[src/rtl/mbr_pkg.sv]
// ----------------------------------------------------------------------------
// mbr_pkg
// Shared types and codes for the msb-first bit reader.
// ----------------------------------------------------------------------------
package mbr_pkg;

  // request op codes as they arrive on the input channel
  localparam logic [2:0] OP_LOAD    = 3'd0;
  localparam logic [2:0] OP_RESTART = 3'd1;
  localparam logic [2:0] OP_SHOW    = 3'd2;
  localparam logic [2:0] OP_GET     = 3'd3;
  localparam logic [2:0] OP_ALIGN   = 3'd4;

  // classified command kinds handed to the back end
  localparam logic [2:0] CMD_NOP     = 3'd0;
  localparam logic [2:0] CMD_LOAD    = 3'd1;
  localparam logic [2:0] CMD_RESTART = 3'd2;
  localparam logic [2:0] CMD_SHOW    = 3'd3;
  localparam logic [2:0] CMD_GET     = 3'd4;
  localparam logic [2:0] CMD_ALIGN   = 3'd5;

  localparam int WIN_BITS = 32;
  localparam int FILL_W   = 7;   // signed, -32..32
  localparam int Q_DEPTH  = 2;
  localparam int QIDX_W   = $clog2(Q_DEPTH);
  localparam int QCNT_W   = $clog2(Q_DEPTH + 1);

  typedef struct packed {
    logic [2:0] kind;
    logic [7:0] data;
    logic [5:0] cnt;    // already limited to 0..32
  } cmd_t;

  typedef struct packed {
    logic                     idle;
    logic                     pend;
    logic signed [FILL_W-1:0] fill;
  } back_status_t;

endpackage

[src/rtl/mbr_in_if.sv]
// ----------------------------------------------------------------------------
// mbr_in_if
// Request channel of the bit reader: op, byte and bit count.
// ----------------------------------------------------------------------------
interface mbr_in_if;
  logic       valid;
  logic       ready;
  logic [2:0] op;
  logic [7:0] data_byte;
  logic [5:0] bit_count;

  modport source (output valid, output op, output data_byte, output bit_count,
                  input ready);
  modport sink   (input valid, input op, input data_byte, input bit_count,
                  output ready);
endinterface

[src/rtl/mbr_front.sv]
// ----------------------------------------------------------------------------
// mbr_front
// Accepts requests and classifies them into back-end commands.
// ----------------------------------------------------------------------------
module mbr_front
  import mbr_pkg::*;
(
  mbr_in_if.sink in_ch,
  output logic   push_valid,
  input  logic   push_ready,
  output cmd_t   push_cmd
);

  always_comb begin
    case (in_ch.op)
      OP_LOAD:    push_cmd.kind = CMD_LOAD;
      OP_RESTART: push_cmd.kind = CMD_RESTART;
      OP_SHOW:    push_cmd.kind = CMD_SHOW;
      OP_GET:     push_cmd.kind = CMD_GET;
      OP_ALIGN:   push_cmd.kind = CMD_ALIGN;
      default:    push_cmd.kind = CMD_NOP;
    endcase
    push_cmd.data = in_ch.data_byte;
    // counts above a full window act as a full window
    push_cmd.cnt  = (in_ch.bit_count > 6'd32) ? 6'd32 : in_ch.bit_count;
  end

  assign push_valid  = in_ch.valid;
  assign in_ch.ready = push_ready;

endmodule

[src/flat_wrapper.sv]
// flat-port wrapper written by rule: the top's interface ports become plain ports
module mbr_front_flat import mbr_pkg::*;
  (push_valid, push_ready, push_cmd, in_ch_valid, in_ch_op, in_ch_data_byte, in_ch_bit_count, in_ch_ready);
  mbr_in_if in_ch_i ();
  output logic push_valid;
  input  logic push_ready;
  output cmd_t push_cmd;
  input wire logic [$bits(in_ch_i.valid)-1:0] in_ch_valid;
  input wire logic [$bits(in_ch_i.op)-1:0] in_ch_op;
  input wire logic [$bits(in_ch_i.data_byte)-1:0] in_ch_data_byte;
  input wire logic [$bits(in_ch_i.bit_count)-1:0] in_ch_bit_count;
  output wire logic [$bits(in_ch_i.ready)-1:0] in_ch_ready;
  assign in_ch_i.valid = in_ch_valid;
  assign in_ch_i.op = in_ch_op;
  assign in_ch_i.data_byte = in_ch_data_byte;
  assign in_ch_i.bit_count = in_ch_bit_count;
  assign in_ch_ready = in_ch_i.ready;
  mbr_front u_core (.in_ch(in_ch_i), .push_valid(push_valid), .push_ready(push_ready), .push_cmd(push_cmd));
endmodule
[config.mk]
export PLATFORM = sky130hd
export DESIGN_NAME = mbr_front_flat
export DESIGN_NICKNAME = d
export VERILOG_FILES = /design/src/rtl/mbr_pkg.sv /design/src/rtl/mbr_in_if.sv /design/src/rtl/mbr_front.sv /design/src/flat_wrapper.sv
export SDC_FILE = /design/constraint.sdc
export NUM_CORES = 1
export LEC_CHECK = 0
export BUFFER_PORTS_ARGS = -buffer_cell sky130_fd_sc_hd__clkbuf_2
export CORE_AREA = 2 2 39 41
export DETAILED_ROUTE_END_ITERATION = 10
export DIE_AREA = 0 0 41 43
export PLACE_DENSITY = 0.55
export SYNTH_ARGS = -nofsm -noshare
export SYNTH_HDL_FRONTEND = slang
export SYNTH_SLANG_ARGS = --single-unit
[constraint.sdc]
create_clock -name vclk -period 0.8
set_input_delay 0.04 -clock vclk [all_inputs]
set_output_delay 0.04 -clock vclk [all_outputs]
set_load 0.02 [all_outputs]
==> out/metrics.yaml <==
status:
  status: "finished, final reports clean"
power:
  cellPowerDensity_mw_per_mm2: 633.9
  p_leak_uw: 0.00009901
  ir_drop_uv: 113.4
routing:
  drc: 0
  routed_wl_um: 279
  ant_nets: 0
  via_per_inst: 3.511
  post_drt_wl_per_cell_um: 6.200
  vias: 158
  drtIter0Drc: 1
  firstDrtPassIters: 4
layout:
  regArea_um2: 0
  area_growth_pct: 21.74
  drive_above_1_share: 0.6207
  antenna_cells: 0
  nClkBuffers: 0
  utilization: 0.1266
  nets: 50
  flops_and_latches: 0
critical_path:
  cpMaxStageDelayCell: "clkbuf_2"
  crit_buf_inv: 2
  path_max_fanout: 4
  cp_slowest_stage_delay_ns: 0.19
  startpoint_type: "input port"
  arrival_ns: 0.62
  required_ns: 0.76
  crit_family: "buffers and inverters"
  path_cells: "clkbuf_2 > nand2b_1 > o22ai_1 > clkbuf_2"
  worst_path_most_repeated_cell: "clkbuf_2"
  path_class: "input port to output pin"
  cp-end-kind: "output pin"
global_routing:
  antenna_found_initial: 0
  grt_start_max_net_pins: 7
  grt_use_total: 0.03197
  grt_pass1_wl_um: 434
  grt_pass1_vias: 133
  grt_overflow: 0
sta:
  grt_setup_unrepaired: "no"
  period_share: 0.8265
  tns_ns: 0
  finalHoldViolations: 0
  max_slew.worst_pin.slew_ns: 0.1277
  max_freq_ghz: 1.512
  period_needed_ns: 0.6612
  drv_slew: 0
  setup_viol: 0
  slew_headroom: 0.9149
cts:
  cts_setup_buffers: 0
  cts_resized: 0
  hold_buffers: 0
die:
  start_util: 0.1040
  die_w_um: 41
  ios: 38
  fp-row-count: 14
  fp.dieH_um: 43
  core_mm2: 0.001384
  die_area_mm2: 0.001763
logic_synthesis:
  ys_seq_area_frac: 0
  synth_area_um2: 143.9
  syn_nets: 41
  synthCells: 22
  postSynthAreaPerCell_um2: 6.540
  yosys_warnings: 0
  yosys.cell_types.count: 9
placement:
  gp_congestion: 0.6652
  port_buffers: 18
run:
  drv_cap: 0
worst_hold_path:
  min_path_type: "input port to output pin"
[layout by cell type, fill, tap and decap left out]
cell	instances
a21oi_1	1
clkbuf_2	18
nor2b_1	5
nand2b_1	1
o22ai_1	1
xnor2_1	1
nor2_1	1
nand2_1	1
[metrics by stage]
step	total power, µW	worst slack [ns]	hold slack (ns)	instance area, µm²	std cells
CTS	112.7	0.1359	0.08014	175.2	45
global placement	111.1	0.1560	0.08014	175.2	45
global route	122.9	0.09660	0.08003	175.2	45
detailed placement	112.2	0.1399	0.08014	175.2	45
floorplan	132.4	0.2352	0.1569	143.9	22
finish	111.0	0.1388	0.08001	175.2	45
[power breakdown]
part	switching, µW	internal, µW	leakage [µW]	total [µW]
Combinational	64.2	46.8	0.0000990	111
Clock	0	0	0	0
Sequential	0	0	0	0
[cell families (layout without fill, tap and decap cells)]
kind of cell              after synthesis  in the layout  synth area share
xor gates and xnor gates                1              1           0.06088
and+or+nand+nor                         8              8            0.3130
buffers and inverters                  11             18            0.5478
AOI/OAI and AO/OA                       2              2           0.07826
[area by class of cell]
class	count	area, µm²
Multi-Input combinational cell	11	65.06
Tap cell	16	20.02
Fill cell	161	1209
Timing Repair Buffer	18	90.09
[Yosys cell counts, drive strengths merged]
master,number,area [µm²]
a21oi,1,5.000
buf,10,75.07
clkbuf,1,3.750
nand2,1,3.750
nand2b,1,6.260
nor2,1,3.750
nor2b,5,31.28
o22ai,1,6.260
xnor2,1,8.760
[path summary, 6_finish.rpt]
| path | from | end | slack [ns] | cells past startpoint |
|---|---|---|---|---|
| worst max-delay path | in_ch_op[1] | push_cmd[16] | 0.14 | 4 |
| worst min-delay path | in_ch_data_byte[3] | push_cmd[9] | 0.08 | 0 |
[metal layers]
| metal | share of wire | GRT usage | up-vias |
|---|---|---|---|
| met5 | 0 | 0 | - |
| met4 | 0.014 | 0.02000 | 0 |
| met3 | 0.27 | 0.02094 | 2 |
| met2 | 0.44 | 0.06250 | 20 |
| met1 | 0.27 | 0.01582 | 64 |
| li1 | - | - | 72 |
(Power assumes the default switching activity.)
