File: src/rtl/mbr_pkg.sv
// ----------------------------------------------------------------------------
// mbr_pkg
// Shared types and codes for the msb-first bit reader.
// ----------------------------------------------------------------------------
package mbr_pkg;

  // request op codes as they arrive on the input channel
  localparam logic [2:0] OP_LOAD    = 3'd0;
  localparam logic [2:0] OP_RESTART = 3'd1;
  localparam logic [2:0] OP_SHOW    = 3'd2;
  localparam logic [2:0] OP_GET     = 3'd3;
  localparam logic [2:0] OP_ALIGN   = 3'd4;

  // classified command kinds handed to the back end
  localparam logic [2:0] CMD_NOP     = 3'd0;
  localparam logic [2:0] CMD_LOAD    = 3'd1;
  localparam logic [2:0] CMD_RESTART = 3'd2;
  localparam logic [2:0] CMD_SHOW    = 3'd3;
  localparam logic [2:0] CMD_GET     = 3'd4;
  localparam logic [2:0] CMD_ALIGN   = 3'd5;

  localparam int WIN_BITS = 32;
  localparam int FILL_W   = 7;   // signed, -32..32
  localparam int Q_DEPTH  = 2;
  localparam int QIDX_W   = $clog2(Q_DEPTH);
  localparam int QCNT_W   = $clog2(Q_DEPTH + 1);

  typedef struct packed {
    logic [2:0] kind;
    logic [7:0] data;
    logic [5:0] cnt;    // already limited to 0..32
  } cmd_t;

  typedef struct packed {
    logic                     idle;
    logic                     pend;
    logic signed [FILL_W-1:0] fill;
  } back_status_t;

endpackage

File: src/rtl/mbr_cmd_fifo.sv
// ----------------------------------------------------------------------------
// mbr_cmd_fifo
// Short command queue between the front and back ends.
// ----------------------------------------------------------------------------
module mbr_cmd_fifo
  import mbr_pkg::*;
(
  input  logic clk,
  input  logic rst_n,
  input  logic push_valid,
  output logic push_ready,
  input  cmd_t push_cmd,
  output logic pop_valid,
  input  logic pop_ready,
  output cmd_t pop_cmd
);

  cmd_t              slot_r [Q_DEPTH];
  logic [QIDX_W-1:0] wr_ptr_r, rd_ptr_r;
  logic [QCNT_W-1:0] count_r;
  logic              do_push, do_pop;

  assign push_ready = (count_r != QCNT_W'(Q_DEPTH));
  assign pop_valid  = (count_r != '0);
  assign pop_cmd    = slot_r[rd_ptr_r];
  assign do_push    = push_valid && push_ready;
  assign do_pop     = pop_valid && pop_ready;

  always_ff @(posedge clk) begin
    if (do_push) begin
      slot_r[wr_ptr_r] <= push_cmd;
    end
  end

  always_ff @(posedge clk) begin
    if (!rst_n) begin
      wr_ptr_r <= '0;
      rd_ptr_r <= '0;
      count_r  <= '0;
    end else begin
      if (do_push) begin
        wr_ptr_r <= (wr_ptr_r == QIDX_W'(Q_DEPTH - 1)) ? '0 : wr_ptr_r + 1'b1;
      end
      if (do_pop) begin
        rd_ptr_r <= (rd_ptr_r == QIDX_W'(Q_DEPTH - 1)) ? '0 : rd_ptr_r + 1'b1;
      end
      case ({do_push, do_pop})
        2'b10:   count_r <= count_r + 1'b1;
        2'b01:   count_r <= count_r - 1'b1;
        default: count_r <= count_r;
      endcase
    end
  end

endmodule

File: config.mk
export PLATFORM = sky130hd
export DESIGN_NAME = mbr_cmd_fifo
export DESIGN_NICKNAME = d
export VERILOG_FILES = /design/src/rtl/mbr_pkg.sv /design/src/rtl/mbr_cmd_fifo.sv
export SDC_FILE = /design/constraint.sdc
export NUM_CORES = 1
export LEC_CHECK = 0
export ABC_CLOCK_PERIOD_IN_PS = 1700
export BUFFER_PORTS_ARGS = -buffer_cell sky130_fd_sc_hd__buf_2
export CORE_UTILIZATION = 45
export DETAILED_ROUTE_END_ITERATION = 12
export HOLD_SLACK_MARGIN = 0.06
export PLACE_DENSITY = 0.79
export SLEW_MARGIN = 10
export SYNTH_ARGS = -nofsm -noshare
export SYNTH_HDL_FRONTEND = slang
export SYNTH_SLANG_ARGS = --single-unit
File: constraint.sdc
create_clock -name clk -period 1.7 [get_ports clk]
set_clock_uncertainty 0.1 [all_clocks]
set_input_delay 0.255 -clock clk [delete_from_list [all_inputs] [get_ports clk]]
set_output_delay 0.255 -clock clk [all_outputs]
set_load 0.01 [all_outputs]
==> impl_metrics.tcl <==
set metrics [dict create \
    port_buffers 39 \
    p_int_mw 2.031 \
    cts.htree.levels 2 \
    pwr-share-seq_pct 46.2 \
    cts.clk_slew.worst_paths_ns 0.10 \
    critPathCaptureType "output port" \
    fillers 237 \
    fin_crit_ns 1.683 \
    holdCritPathClass "in2reg" \
    syn_to_final_growth_pct 44.29 \
    p_clk_share_pct 15.4 \
    fin_setup_tns_ns 0 \
    die_y_um 58.92 \
    synth_seq_area_share_pct 76.91 \
    ios 40 \
    grt_usage_pct 16.87 \
    yosysWarningCount 0 \
    clock.fmax_mhz 594.0 \
    firstDrtPassIters 4 \
    avgSynthCellArea_sq_um 18.93 \
    grt_pass1_vias 922 \
    synth_nets 99 \
    root_buffer "clkbuf_4" \
    postCtsSetupBuffers 0 \
    post_drt_wl_per_cell_um 14.47 \
    seq_area_sq_um 1129 \
    synth_cells 77 \
    vias 883 \
    vdd_ir_drop_max_uv 884.4 \
    critPathLaunchType "register" \
    min_period_over_period_pct 99.03 \
    setup_slack_ns 0.01652 \
    dpl.cell_count 164 \
    finalNetCount 167 \
    place_ws_ns -0.02780 \
    wl_mm 2.749 \
    rows 20 \
    wl_met3_um 136 \
    routedLengthMet1_mm 1.069 \
    tightest_slew_ns 0.2183 \
    drt-initial-drc-count 13 \
    clkLatencyLatePin_ns 0.33 \
    cts_sinks 39 \
    rsz0062_at_grt "true" \
    synth_top_area_share_pct 70.04 \
    clock_path_buffers 2 \
    drv_slew 0 \
    power_switching_mw 0.7978 \
    hold_slack_ns 0.08851 \
    multi_input_area_sq_um 355.3 \
    max_slew_margin_pct 85.29 \
    antenna_found_initial 0 \
    wl_met2_mm 1.492 \
    ys_ff_latch 39 \
    diodes 0 \
    hold_viol 0 \
    setup_viol 0 \
    routabilityCongestion 0.6676 \
    gr-total-overflow 0 \
    crit_required_ns 1.34 \
    synth_area_sq_um 1458 \
    hpwl_mm 1.678 \
    fin_cells 190 \
    post-route-util_pct 68.89 \
    worstPathArrival_ns 1.33 \
    p_sw_share_pct 28.20 \
    synth_top_cell_by_area "edfxtp_1" \
    synthDistinctLibCells 20 \
    cts_buffers 5 \
    synth.area.top_cells "edfxtp_1 (70%), mux2_2 (13%), dfxtp_1 (6.9%)" \
    outcome "finished clean" \
    drtAntennaViolNets 0 \
    grt_max_degree 13 \
    p_comb_share_pct 38.4 \
    dieArea_sq_um 3471 \
    coreArea_sq_um 3053 \
    p_leak_nw 0.8233 \
    highest_layer "met4" \
    critPathMaxFanout 6 \
    drc 0 \
    drv_cap 0 \
    cts_tree "yes" \
    vias_per_cell 4.647 \
    drive_above_1_share_pct 51.37 \
    grt_pass1_wl_mm 3.926 \
    p_per_area_nw_per_um2 1345 \
    start_util_pct 47.75 \
    worstSetupPathType "reg2out" \
    die_w_um 58.92 \
]
## repair_timing
| item | in CTS | in global routing |
|---|---|---|
| resized for setup | 4 | 26 |
| hold buffers | 17 | 0 |
| hold endpoints to repair | 34 | 0 |
| cloned | 1 | 0 |
| setup endpoints to repair | 14 | 18 |
## cells by family (layout without fill, tap and decap cells)
family	Yosys count	in the layout	synth area share (%)
DFF	39	39	76.91
adders and majority gates	1	1	0.8582
xor gates and xnor gates	3	3	1.803
and+or+nand+nor	9	9	3.778
buffers and inverters	3	72	0.9440
muxes	17	17	13.13
AOI/OAI and AO/OA	5	5	2.575
## final timing paths
path	start	end	slack, ns	cells after the start
worst max-delay path	register	pop_cmd[14]	0.02	3
worst max register to register	count_r[0]	count_r[1]	0.07	5
worst min-delay path	rst_n	count_r[0]	0.09	2
worst min register to register	rd_ptr_r	register	0.45	2
## registers in the layout, summed over array words and instances (netlist names), named ones only
signal,cells
slot_r,34
wr_ptr_r,1
count_r,2
rd_ptr_r,1
## cell usage after synthesis, drive strengths merged
master / count
edfxtp: 34
mux2: 17
dfxtp: 5
xnor2: 3
a21boi: 2
buf: 2
nor2b: 2
a21bo: 1
and2: 1
and3: 1
ha: 1
inv: 1
nand2: 1
nand2b: 1
nand3b: 1
o21a: 1
o21ai: 1
or2: 1
or3: 1
## critical path, cell delays in order (launching register included)
cell and delay [ns]:
dfxtp_4 0.38, buf_6 0.14, mux2_2 0.35, buf_6 0.13
## layout by cell type, fill, tap and decap left out, drive strengths merged
cell type / count
a21bo: 1
a21boi: 2
and2: 1
and3: 1
buf: 46
clkbuf: 7
clkinv: 1
dfxtp: 5
dlygate4sd3: 17
edfxtp: 34
ha: 1
inv: 1
mux2: 17
nand2: 1
nand2b: 1
nand3b: 1
nor2b: 2
o21a: 1
o21ai: 1
or2: 1
or3: 1
xnor2: 3
## layout make-up
cell class	instances	share of cell area, %
Clock buffer	7	2.142
Clock inverter	1	0.2380
Inverter	1	0.1785
Multi-Input combinational cell	35	16.89
Sequential cell	39	53.66
Tap cell	44	2.617
Timing Repair Buffer	63	24.27
## power by group through the flow
stage / registers [mW] / logic (mW) / clock network, mW
after floorplan: 1.28 / 0.534 / 0
after global placement: 1.29 / 0.799 / 0
after detailed placement: 1.30 / 0.823 / 0
after CTS: 1.29 / 0.881 / 0.450
after global routing: 1.32 / 1.17 / 0.496
final: 1.31 / 1.09 / 0.435
## metal layers
metal | up-vias | track usage [%]
met2 | 29 | 29.38
met1 | 420 | 17.29
met4 | 0 | 8.163
met3 | 5 | 7.253
met5 | - | 0
li1 | 429 | -
## through the flow
stage	power (mW)	instance area, sq um
after global routing	2.985	2103
final	2.829	2103
after CTS	2.624	1977
after detailed placement	2.126	1743
after floorplan	1.816	1458
after global placement	2.087	1743
Power figures use the tool's default switching activity.
